$ cat src/rtl/core/ntcti_pkg.sv
// ntcti_pkg: shared types, constants, lookup table and control store for
// the NTC table temperature interpolator. No dependencies.
package ntcti_pkg;

    localparam int SLOT_W     = 5;
    localparam int ENTRY_W    = 13;
    localparam int STEP_MILLI = 10000;
    localparam int LOW_MILLI  = -10000;
    localparam int FRAC_W     = 14;
    localparam int TM_W       = 20;
    localparam int SUM_W      = 21;
    localparam int PROD_W     = 37;
    localparam int DVSR_W     = 14;
    localparam int DIV_STEPS  = FRAC_W;
    localparam int DVND_W     = DVSR_W + DIV_STEPS;
    localparam int CNT_W      = 5;
    localparam int UPC_W      = 4;

    // floor(x / 10000) = ((x >> 4) * RCP_MUL) >> 39 while x >> 4 stays below 2**29
    localparam int MAG_LSB   = 4;
    localparam int MAG_W     = 29;
    localparam int RCP_M_W   = 30;
    localparam int RCP_W     = MAG_W + RCP_M_W;
    localparam int RCP_SHIFT = 39;
    localparam int QUO_W     = RCP_W - RCP_SHIFT;
    localparam logic [RCP_M_W-1:0] RCP_MUL = 30'd879609303;

    localparam logic REG_TEMP_SCALE  = 1'b0;
    localparam logic REG_TEMP_OFFSET = 1'b1;

    typedef enum logic [1:0] {
        ST_INTERP   = 2'd0,
        ST_CLAMP_LO = 2'd1,
        ST_CLAMP_HI = 2'd2
    } status_t;

    typedef enum logic [3:0] {
        OP_NOP       = 4'd0,
        OP_LOAD      = 4'd1,
        OP_INC       = 4'd2,
        OP_STAT_HI   = 4'd3,
        OP_STAT_LO   = 4'd4,
        OP_DIV1_LOAD = 4'd5,
        OP_DIV_STEP  = 4'd6,
        OP_TM_FRAC   = 4'd7,
        OP_ADD       = 4'd8,
        OP_MUL       = 4'd9,
        OP_ABS       = 4'd10,
        OP_OUT       = 4'd11,
        OP_RECIP     = 4'd12
    } op_t;

    typedef enum logic [2:0] {
        C_NEVER       = 3'd0,
        C_ALWAYS      = 3'd1,
        C_NO_ACCEPT   = 3'd2,
        C_ABOVE_FIRST = 3'd3,
        C_FOUND       = 3'd4,
        C_NOT_LAST    = 3'd5,
        C_DIV_MORE    = 3'd6,
        C_OUT_FREE    = 3'd7
    } cond_t;

    typedef struct packed {
        op_t              op;
        cond_t            cond;
        logic [UPC_W-1:0] target;
    } ucode_t;

    typedef struct packed {
        logic load;
        logic step;
    } div_ctl_t;

    localparam logic [UPC_W-1:0] A_WAIT  = 4'd0;
    localparam logic [UPC_W-1:0] A_CHK   = 4'd1;
    localparam logic [UPC_W-1:0] A_SCAN  = 4'd2;
    localparam logic [UPC_W-1:0] A_STEP  = 4'd3;
    localparam logic [UPC_W-1:0] A_CLHI  = 4'd4;
    localparam logic [UPC_W-1:0] A_CLLO  = 4'd5;
    localparam logic [UPC_W-1:0] A_D1LD  = 4'd6;
    localparam logic [UPC_W-1:0] A_D1    = 4'd7;
    localparam logic [UPC_W-1:0] A_TMF   = 4'd8;
    localparam logic [UPC_W-1:0] A_ADD   = 4'd9;
    localparam logic [UPC_W-1:0] A_MUL   = 4'd10;
    localparam logic [UPC_W-1:0] A_ABS   = 4'd11;
    localparam logic [UPC_W-1:0] A_RCP   = 4'd12;
    localparam logic [UPC_W-1:0] A_OUT   = 4'd13;
    localparam logic [UPC_W-1:0] A_RETRY = 4'd14;

    // ADC count at each 10 C point, -10 C first; unused slots read zero
    function automatic logic [ENTRY_W-1:0] ntcti_entry(input logic [SLOT_W-1:0] slot);
        logic [ENTRY_W-1:0] v;
        begin
            case (slot)
                5'd0:    v = 13'd4243;
                5'd1:    v = 13'd3836;
                5'd2:    v = 13'd3333;
                5'd3:    v = 13'd2779;
                5'd4:    v = 13'd2230;
                5'd5:    v = 13'd1735;
                5'd6:    v = 13'd1320;
                5'd7:    v = 13'd992;
                5'd8:    v = 13'd742;
                5'd9:    v = 13'd556;
                5'd10:   v = 13'd417;
                5'd11:   v = 13'd316;
                5'd12:   v = 13'd241;
                default: v = 13'd0;
            endcase
            return v;
        end
    endfunction

    // control store: jump to target when cond holds, else fall through
    function automatic ucode_t ntcti_ucode(input logic [UPC_W-1:0] addr);
        ucode_t w;
        begin
            case (addr)
                A_WAIT:  w = '{OP_LOAD,      C_NO_ACCEPT,   A_WAIT};
                A_CHK:   w = '{OP_NOP,       C_ABOVE_FIRST, A_CLLO};
                A_SCAN:  w = '{OP_NOP,       C_FOUND,       A_D1LD};
                A_STEP:  w = '{OP_INC,       C_NOT_LAST,    A_SCAN};
                A_CLHI:  w = '{OP_STAT_HI,   C_ALWAYS,      A_ADD};
                A_CLLO:  w = '{OP_STAT_LO,   C_ALWAYS,      A_ADD};
                A_D1LD:  w = '{OP_DIV1_LOAD, C_NEVER,       A_WAIT};
                A_D1:    w = '{OP_DIV_STEP,  C_DIV_MORE,    A_D1};
                A_TMF:   w = '{OP_TM_FRAC,   C_NEVER,       A_WAIT};
                A_ADD:   w = '{OP_ADD,       C_NEVER,       A_WAIT};
                A_MUL:   w = '{OP_MUL,       C_NEVER,       A_WAIT};
                A_ABS:   w = '{OP_ABS,       C_NEVER,       A_WAIT};
                A_RCP:   w = '{OP_RECIP,     C_NEVER,       A_WAIT};
                A_OUT:   w = '{OP_OUT,       C_OUT_FREE,    A_WAIT};
                A_RETRY: w = '{OP_NOP,       C_ALWAYS,      A_OUT};
                default: w = '{OP_NOP,       C_ALWAYS,      A_WAIT};
            endcase
            return w;
        end
    endfunction

endpackage

$ cat src/rtl/core/ntc_table_temperature_interpolator.sv
// ntc_table_temperature_interpolator: top level, microcoded sequencer
// around a table scan, an iterative divider and three multipliers.
// Depends on ntcti_pkg and ntcti_div.
//
// Usage:
//   Input stream s_axis: one beat per ADC reading. Output stream m_axis:
//   one beat per reading, temperature in 0.01 C on tdata, range status
//   on tuser (0 interpolated, 1 clamped low, 2 clamped high).
//   Config port: cfg_wr_en/cfg_index/cfg_wr_data; index 0 temp_scale
//   (thousandths), index 1 temp_offset (millidegrees). Write while idle.
//   One item at a time. The table scan visits one entry per pass through its
//   scan and step states, and the divider retires one fraction bit per cycle;
//   the divide by 10000 is a shift and a reciprocal multiply. A reading above
//   the first entry clamps low at once; otherwise the scan ends in a segment,
//   which is divided for the fraction, or at the last entry (clamped high).
//   Then the offset is added, the scale multiplied, and the divide by 10000 done.
//   tready is high only while the sequencer waits; the next reading is taken
//   while a result still sits in the output register. A stalled receiver
//   holds the result; the sequencer alternates between its output and retry
//   steps and writes the next one once it drains. Reset clears the sequencer,
//   empties the output register, loads scale 1000, offset 0.
module ntc_table_temperature_interpolator
    import ntcti_pkg::*;
#(
    parameter int TABLE_ENTRIES = 13,
    parameter int ADC_BITS      = 12
)
(
    input  logic        clk,
    input  logic        rst_n,
    input  logic        s_axis_tvalid,
    output logic        s_axis_tready,
    input  logic [15:0] s_axis_tdata,   // [11:0] adc_reading
    output logic        m_axis_tvalid,
    input  logic        m_axis_tready,
    output logic [15:0] m_axis_tdata,   // [15:0] temperature
    output logic [1:0]  m_axis_tuser,   // [1:0] range_status
    input  logic        cfg_wr_en,
    input  logic        cfg_index,
    input  logic [15:0] cfg_wr_data
);

    localparam int RD_W  = (ADC_BITS < 12) ? ADC_BITS : 12;
    localparam int IDX_W = $clog2(TABLE_ENTRIES);
    localparam int NUMP_W = ENTRY_W + DVSR_W;

    logic [UPC_W-1:0]        upc_reg, upc_next;
    ucode_t                  uw;
    logic                    accept;
    logic                    cond_ok;

    logic signed [15:0]      scale_reg;
    logic signed [15:0]      offset_reg;

    logic [RD_W-1:0]         reading_reg;
    logic [IDX_W-1:0]        idx_reg;
    logic signed [TM_W-1:0]  base_reg;
    logic signed [TM_W-1:0]  tm_reg;
    status_t                 status_reg;
    logic signed [SUM_W-1:0] sum_reg;
    logic signed [PROD_W-1:0] prod_reg;
    logic                    sign_reg;
    logic [MAG_W-1:0]        mag_reg;
    logic [QUO_W-1:0]        quo_reg;

    logic                    out_valid_reg, out_valid_next;
    logic [15:0]             out_temp_reg;
    status_t                 out_status_reg;

    logic [ENTRY_W-1:0]      first_entry, cur_entry, prev_entry;
    logic [ENTRY_W-1:0]      reading_ext;
    logic [ENTRY_W-1:0]      num, span;
    logic [NUMP_W-1:0]       frac_dvnd;
    logic signed [PROD_W-1:0] prod_neg;
    logic [PROD_W-1:0]       prod_abs;
    logic [RCP_W-1:0]        rcp_prod;
    logic [15:0]             sat_temp;

    div_ctl_t                div_ctl;
    logic [DVND_W-1:0]       div_dvnd;
    logic [DVSR_W-1:0]       div_dvsr;
    logic [DIV_STEPS-1:0]    quotient;
    logic                    div_more;

    assign uw            = ntcti_ucode(upc_reg);
    assign s_axis_tready = upc_reg == A_WAIT;
    assign accept        = s_axis_tvalid && s_axis_tready;

    assign reading_ext = ENTRY_W'(reading_reg);
    assign first_entry = ntcti_entry('0);
    assign cur_entry   = ntcti_entry(SLOT_W'(idx_reg));
    assign prev_entry  = ntcti_entry(SLOT_W'(idx_reg - 1'b1));
    assign num         = prev_entry - reading_ext;
    assign span        = prev_entry - cur_entry;
    assign frac_dvnd   = NUMP_W'(num) * NUMP_W'(STEP_MILLI);
    assign prod_neg    = -prod_reg;
    assign prod_abs    = prod_reg[PROD_W-1] ? prod_neg : prod_reg;
    assign rcp_prod    = RCP_W'(mag_reg) * RCP_W'(RCP_MUL);

    always_comb
    begin
        case (uw.cond)
            C_NEVER:       cond_ok = 1'b0;
            C_ALWAYS:      cond_ok = 1'b1;
            C_NO_ACCEPT:   cond_ok = !accept;
            C_ABOVE_FIRST: cond_ok = reading_ext > first_entry;
            C_FOUND:       cond_ok = reading_ext > cur_entry;
            C_NOT_LAST:    cond_ok = idx_reg != IDX_W'(TABLE_ENTRIES - 1);
            C_DIV_MORE:    cond_ok = div_more;
            C_OUT_FREE:    cond_ok = !out_valid_reg;
            default:       cond_ok = 1'b0;
        endcase
        upc_next = cond_ok ? uw.target : upc_reg + 1'b1;
    end

    always_comb
    begin
        div_ctl.load = uw.op == OP_DIV1_LOAD;
        div_ctl.step = uw.op == OP_DIV_STEP;
        div_dvnd     = DVND_W'(frac_dvnd);
        div_dvsr     = DVSR_W'(span);
    end

    ntcti_div u_div (
        .clk      (clk),
        .rst_n    (rst_n),
        .ctl      (div_ctl),
        .dividend (div_dvnd),
        .divisor  (div_dvsr),
        .quotient (quotient),
        .more     (div_more)
    );

    // truncated quotient magnitude, signed and saturated to 16 bits
    always_comb
    begin
        if (sign_reg)
        begin
            sat_temp = (quo_reg > QUO_W'(32768)) ? 16'h8000
                                                 : 16'd0 - quo_reg[15:0];
        end
        else
        begin
            sat_temp = (quo_reg > QUO_W'(32767)) ? 16'h7FFF : quo_reg[15:0];
        end
    end

    always_comb
    begin
        out_valid_next = out_valid_reg;
        if (out_valid_reg && m_axis_tready)
        begin
            out_valid_next = 1'b0;
        end
        if (uw.op == OP_OUT && !out_valid_reg)
        begin
            out_valid_next = 1'b1;
        end
    end

    always_ff @(posedge clk or negedge rst_n)
    begin
        if (!rst_n)
        begin
            upc_reg       <= A_WAIT;
            out_valid_reg <= 1'b0;
            scale_reg     <= 16'sd1000;
            offset_reg    <= 16'sd0;
        end
        else
        begin
            upc_reg       <= upc_next;
            out_valid_reg <= out_valid_next;
            if (cfg_wr_en)
            begin
                case (cfg_index)
                    REG_TEMP_SCALE:  scale_reg  <= $signed(cfg_wr_data);
                    REG_TEMP_OFFSET: offset_reg <= $signed(cfg_wr_data);
                    default: ;
                endcase
            end
        end
    end

    always_ff @(posedge clk)
    begin
        case (uw.op)
            OP_LOAD:
            begin
                if (accept)
                begin
                    reading_reg <= s_axis_tdata[RD_W-1:0];
                    idx_reg     <= IDX_W'(1);
                    base_reg    <= TM_W'(LOW_MILLI);
                end
            end
            OP_INC:
            begin
                idx_reg  <= idx_reg + 1'b1;
                base_reg <= base_reg + TM_W'(STEP_MILLI);
            end
            OP_STAT_HI:
            begin
                tm_reg     <= base_reg;
                status_reg <= ST_CLAMP_HI;
            end
            OP_STAT_LO:
            begin
                tm_reg     <= base_reg;
                status_reg <= ST_CLAMP_LO;
            end
            OP_TM_FRAC:
            begin
                tm_reg     <= base_reg + $signed({{(TM_W-FRAC_W){1'b0}}, quotient[FRAC_W-1:0]});
                status_reg <= ST_INTERP;
            end
            OP_ADD:
            begin
                sum_reg <= SUM_W'(tm_reg) + SUM_W'(offset_reg);
            end
            OP_MUL:
            begin
                prod_reg <= PROD_W'(sum_reg) * PROD_W'(scale_reg);
            end
            OP_ABS:
            begin
                sign_reg <= prod_reg[PROD_W-1];
                mag_reg  <= prod_abs[MAG_LSB+MAG_W-1:MAG_LSB];
            end
            OP_RECIP:
            begin
                quo_reg <= rcp_prod[RCP_W-1:RCP_SHIFT];
            end
            OP_OUT:
            begin
                if (!out_valid_reg)
                begin
                    out_temp_reg   <= sat_temp;
                    out_status_reg <= status_reg;
                end
            end
            default: ;
        endcase
    end

    assign m_axis_tvalid = out_valid_reg;
    assign m_axis_tdata  = out_temp_reg;
    assign m_axis_tuser  = out_status_reg;

    a_accept_starts: assert property (@(posedge clk) disable iff (!rst_n)
        accept |=> upc_reg == A_CHK)
        else $error("accepted beat did not start the program");

    a_frac_bound: assert property (@(posedge clk) disable iff (!rst_n)
        upc_reg == A_TMF |-> quotient < DIV_STEPS'(STEP_MILLI))
        else $error("interpolation fraction out of range");

    a_out_from_seq: assert property (@(posedge clk) disable iff (!rst_n)
        $rose(out_valid_reg) |-> $past(upc_reg) == A_OUT)
        else $error("output loaded outside the output step");

    a_no_overwrite: assert property (@(posedge clk) disable iff (!rst_n)
        (uw.op == OP_OUT && out_valid_reg && !m_axis_tready) |=> out_valid_reg)
        else $error("pending beat lost while sequencer waited");

endmodule

$ cat src/rtl/core/ntcti_div.sv
// ntcti_div: restoring unsigned divider, one quotient bit per cycle while step is held.
// Depends on ntcti_pkg. Dividend must be below divisor << DIV_STEPS.
module ntcti_div
    import ntcti_pkg::*;
(
    input  logic                 clk,
    input  logic                 rst_n,
    input  div_ctl_t             ctl,
    input  logic [DVND_W-1:0]    dividend,
    input  logic [DVSR_W-1:0]    divisor,
    output logic [DIV_STEPS-1:0] quotient,
    output logic                 more
);

    logic [DVSR_W-1:0]    rem_reg;
    logic [DIV_STEPS-1:0] dq_reg;
    logic [DVSR_W-1:0]    dvsr_reg;
    logic [CNT_W-1:0]     cnt_reg;
    logic [DVSR_W:0]      trial;
    logic [DVSR_W:0]      diff;
    logic                 ge;

    assign trial = {rem_reg, dq_reg[DIV_STEPS-1]};
    assign ge    = trial >= {1'b0, dvsr_reg};
    assign diff  = trial - {1'b0, dvsr_reg};

    always_ff @(posedge clk or negedge rst_n)
    begin
        if (!rst_n)
        begin
            cnt_reg <= '0;
        end
        else if (ctl.load)
        begin
            cnt_reg <= CNT_W'(DIV_STEPS);
        end
        else if (ctl.step && cnt_reg != '0)
        begin
            cnt_reg <= cnt_reg - 1'b1;
        end
    end

    always_ff @(posedge clk)
    begin
        if (ctl.load)
        begin
            rem_reg  <= dividend[DVND_W-1:DIV_STEPS];
            dq_reg   <= dividend[DIV_STEPS-1:0];
            dvsr_reg <= divisor;
        end
        else if (ctl.step)
        begin
            rem_reg <= ge ? diff[DVSR_W-1:0] : trial[DVSR_W-1:0];
            dq_reg  <= {dq_reg[DIV_STEPS-2:0], ge};
        end
    end

    assign quotient = dq_reg;
    assign more     = cnt_reg != CNT_W'(1);

endmodule

$ cat config.mk
export PLATFORM = sky130hd
export DESIGN_NAME = ntc_table_temperature_interpolator
export DESIGN_NICKNAME = d
export VERILOG_FILES = /design/src/rtl/core/ntcti_pkg.sv /design/src/rtl/core/ntc_table_temperature_interpolator.sv /design/src/rtl/core/ntcti_div.sv
export SDC_FILE = /design/constraint.sdc
export NUM_CORES = 2
export LEC_CHECK = 0
export ABC_CLOCK_PERIOD_IN_PS = 12100
export BUFFER_PORTS_ARGS = -buffer_cell sky130_fd_sc_hd__clkbuf_2
export CAP_MARGIN = 10
export CORE_ASPECT_RATIO = 1.5
export CORE_MARGIN = 2
export CORE_UTILIZATION = 36
export CTS_CLUSTER_SIZE = 8
export DETAILED_ROUTE_END_ITERATION = 16
export PLACE_DENSITY_LB_ADDON = 0.3
export SYNTH_ARGS = -nofsm -noshare
export SYNTH_HDL_FRONTEND = slang
export SYNTH_SLANG_ARGS = --single-unit
$ cat constraint.sdc
create_clock -name clk -period 12.1 [get_ports clk]
set_input_delay 0.605 -clock clk [delete_from_list [all_inputs] [get_ports clk]]
set_output_delay 0.605 -clock clk [all_outputs]
set_load 0.1 [all_outputs]
==> metrics.txt <==
status=finished, final reports clean; Final HPWL DP=98400 um; Num CTS Buffers=slightly above 40; Crit path top cell by count=ha_1; max cap viols=0; Root Buffer=clkbuf_16; # setup viols final=0; Area Overhead vs Synth=7.48%; crit share post-route=between 70% and 80%; EDFF count, synth=213; cts repair resizes=0; worst slew pin tran=1.05 ns; CTS sink cnt=273; area of the core=approximately 0.12 mm^2; FP Rows=about 160; Crit Path Category=reg2reg; CP Capture Type=flop; Clock Skew=roughly 0.055 ns; clock tree buffer depth=3; synthesized area per cell=between 9 and 10 um^2; CTS Hold Buffers Added=0; I/O Buffers=53; Antenna Nets Post-Route=0; H-Tree Depth=2; fin crit period=9.23 ns; io pins=58; Netlist cell types=between 70 and 80; first-pass GRT wire length=~180000 um; post-synthesis sequential area ratio=17.7%; layout cells sized above 1=4.29%; Slew HR=between 20% and 30%; CTS tree=built; max FFs per register=34; Worst-Skew Late Latency=between 0.6 and 0.7 ns; largest net degree at the start of global routing=43; Post-CTS Setup Inserts=0; Slew Viols, Final=0; vias in the first global route=~33000; Main synth FF type=edfxtp_1; Die Width=between 200 and 300 um; routed wire length=about 110000 um; ys async rst share=around 15%; vias per cell=4.89; full die area=about 0.13 mm^2; DR DRC count=0; initial core utilization=between 30 and 40%; RSZ-0062 raised after global routing=no; Slowest-stage cell, CP=edfxtp_1; Syn Inst Count=approximately 4400; Max Clk Rate=~110 MHz; final net count=~5800; global route total overflow=0; routability congestion estimate=around 0.99; CP startpoint kind=flop; CP Max Fanout=17; Yosys reg bits=273; Pre-antenna DRT Iters=5; most common cell after layout, fill and taps aside=inv_1; Worst Hold Class=in2async; die height=between 400 and 500 um; Synth Cell Area=0.0442 mm^2; crit-path max cell delay=0.71 ns; CTS clk-pin slew, worst paths=0.06 ns; commonest cells after routing, fill and taps aside=inv_1, fa_1, ha_1; DRT iter0 DRCs=about 1200; initial antenna violation count=4; critical path required time=12.41 ns; Synth Warn #=0; routed via count=approximately 30000; Setup TNS Final=0 ns; Mapped Nets=5801; CP arrival=around 9.5 ns; CP top delay family=adder cells; Routed wire per std cell=between 15 and 20 um; Buf/Inv on CP=3; final hold violations=0; Tot GR Track Use=around a fifth
## logic make-up after synthesis
kind of cell / after synthesis / share of synthesized area (%)
AOI/OAI and AO/OA: 522 / 7.45
xor gates and xnor gates: 186 / 3.68
adders and majority gates: 1336 / 50.4
buffers and inverters: 1172 / 9.95
DFF: 273 / 17.7
muxes: 41 / 1.02
and+or+nand+nor: 897 / 9.84
## final cells by class
cell class	count	area, um^2
fill	12128	74400
clock inverter	6	116
sequential	273	7820
inverter	1077	4040
timing repair buffer	70	393
antenna	1	2.50
tap	1590	1990
clock buffer	67	1130
multi-input combinational	2982	32100
## synthesized netlist by cell type, drive strengths merged (12+ instances only)
library cell	count	area, um^2
a21boi	12	90.1
or3	18	143
nor2b	20	125
xor2	52	455
xnor2	134	1170
a21oi	142	711
nand3	44	220
nand4	21	131
a31oi	17	106
nor2	137	514
o21bai	14	105
nand2b	46	288
o21ai	145	726
and2	136	851
nand2	366	1370
dfxtp	18	360
o21a	18	135
a211oi	19	148
ha	594	7430
a21o	49	368
clkbuf	89	334
and3	19	119
mux2	34	383
dfrtp	36	901
edfxtp	213	6400
inv	1077	4040
nor3	44	231
fa	742	14900
## metal layers
metal / wire [um] / vias up / track usage, %
met4: 7640 / 0 / 11.2
met3: 2470 / 266 / 1.76
met1: 40100 / 14894 / 18.8
li1: - / 14027 / -
met2: 62700 / 462 / 37.0
met5: 0 / - / 0
## per-stage QoR
step                std cells  worst slack, ns  area (um^2)  hold slack (ns)  utilization, %
global placement         5991             2.68        46300            0.410            37.9
CTS                      6064             2.71        47500           0.0836            39.0
finish                   6066             2.87        47500           0.0824            39.0
global route             6066             2.04        47500            0.137            39.0
floorplan                4427             4.44        44200            0.309               -
detailed placement       5991             2.79        46300            0.408            37.9
## worst paths after layout
path / end / cells after the start / slack (ns) / start
min in group clk: reading_reg[0] / 1 / 0.17 / s_axis_tdata[0]
min: u_div.cnt_reg[0] / 2 / 0.08 / rst_n
max reg2reg: u_div.rem_reg[12] / 30 / 2.87 / idx_reg[0]
min reg2reg: m_axis_tuser[1] / 0 / 0.45 / status_reg[1]
max in group asynchronous: scale_reg[13] / 2 / 11.54 / rst_n
max: u_div.rem_reg[12] / 30 / 2.87 / idx_reg[0]
Power is not shown: default switching activity piles up to over one toggle a cycle in this logic, so the estimate is an artifact.
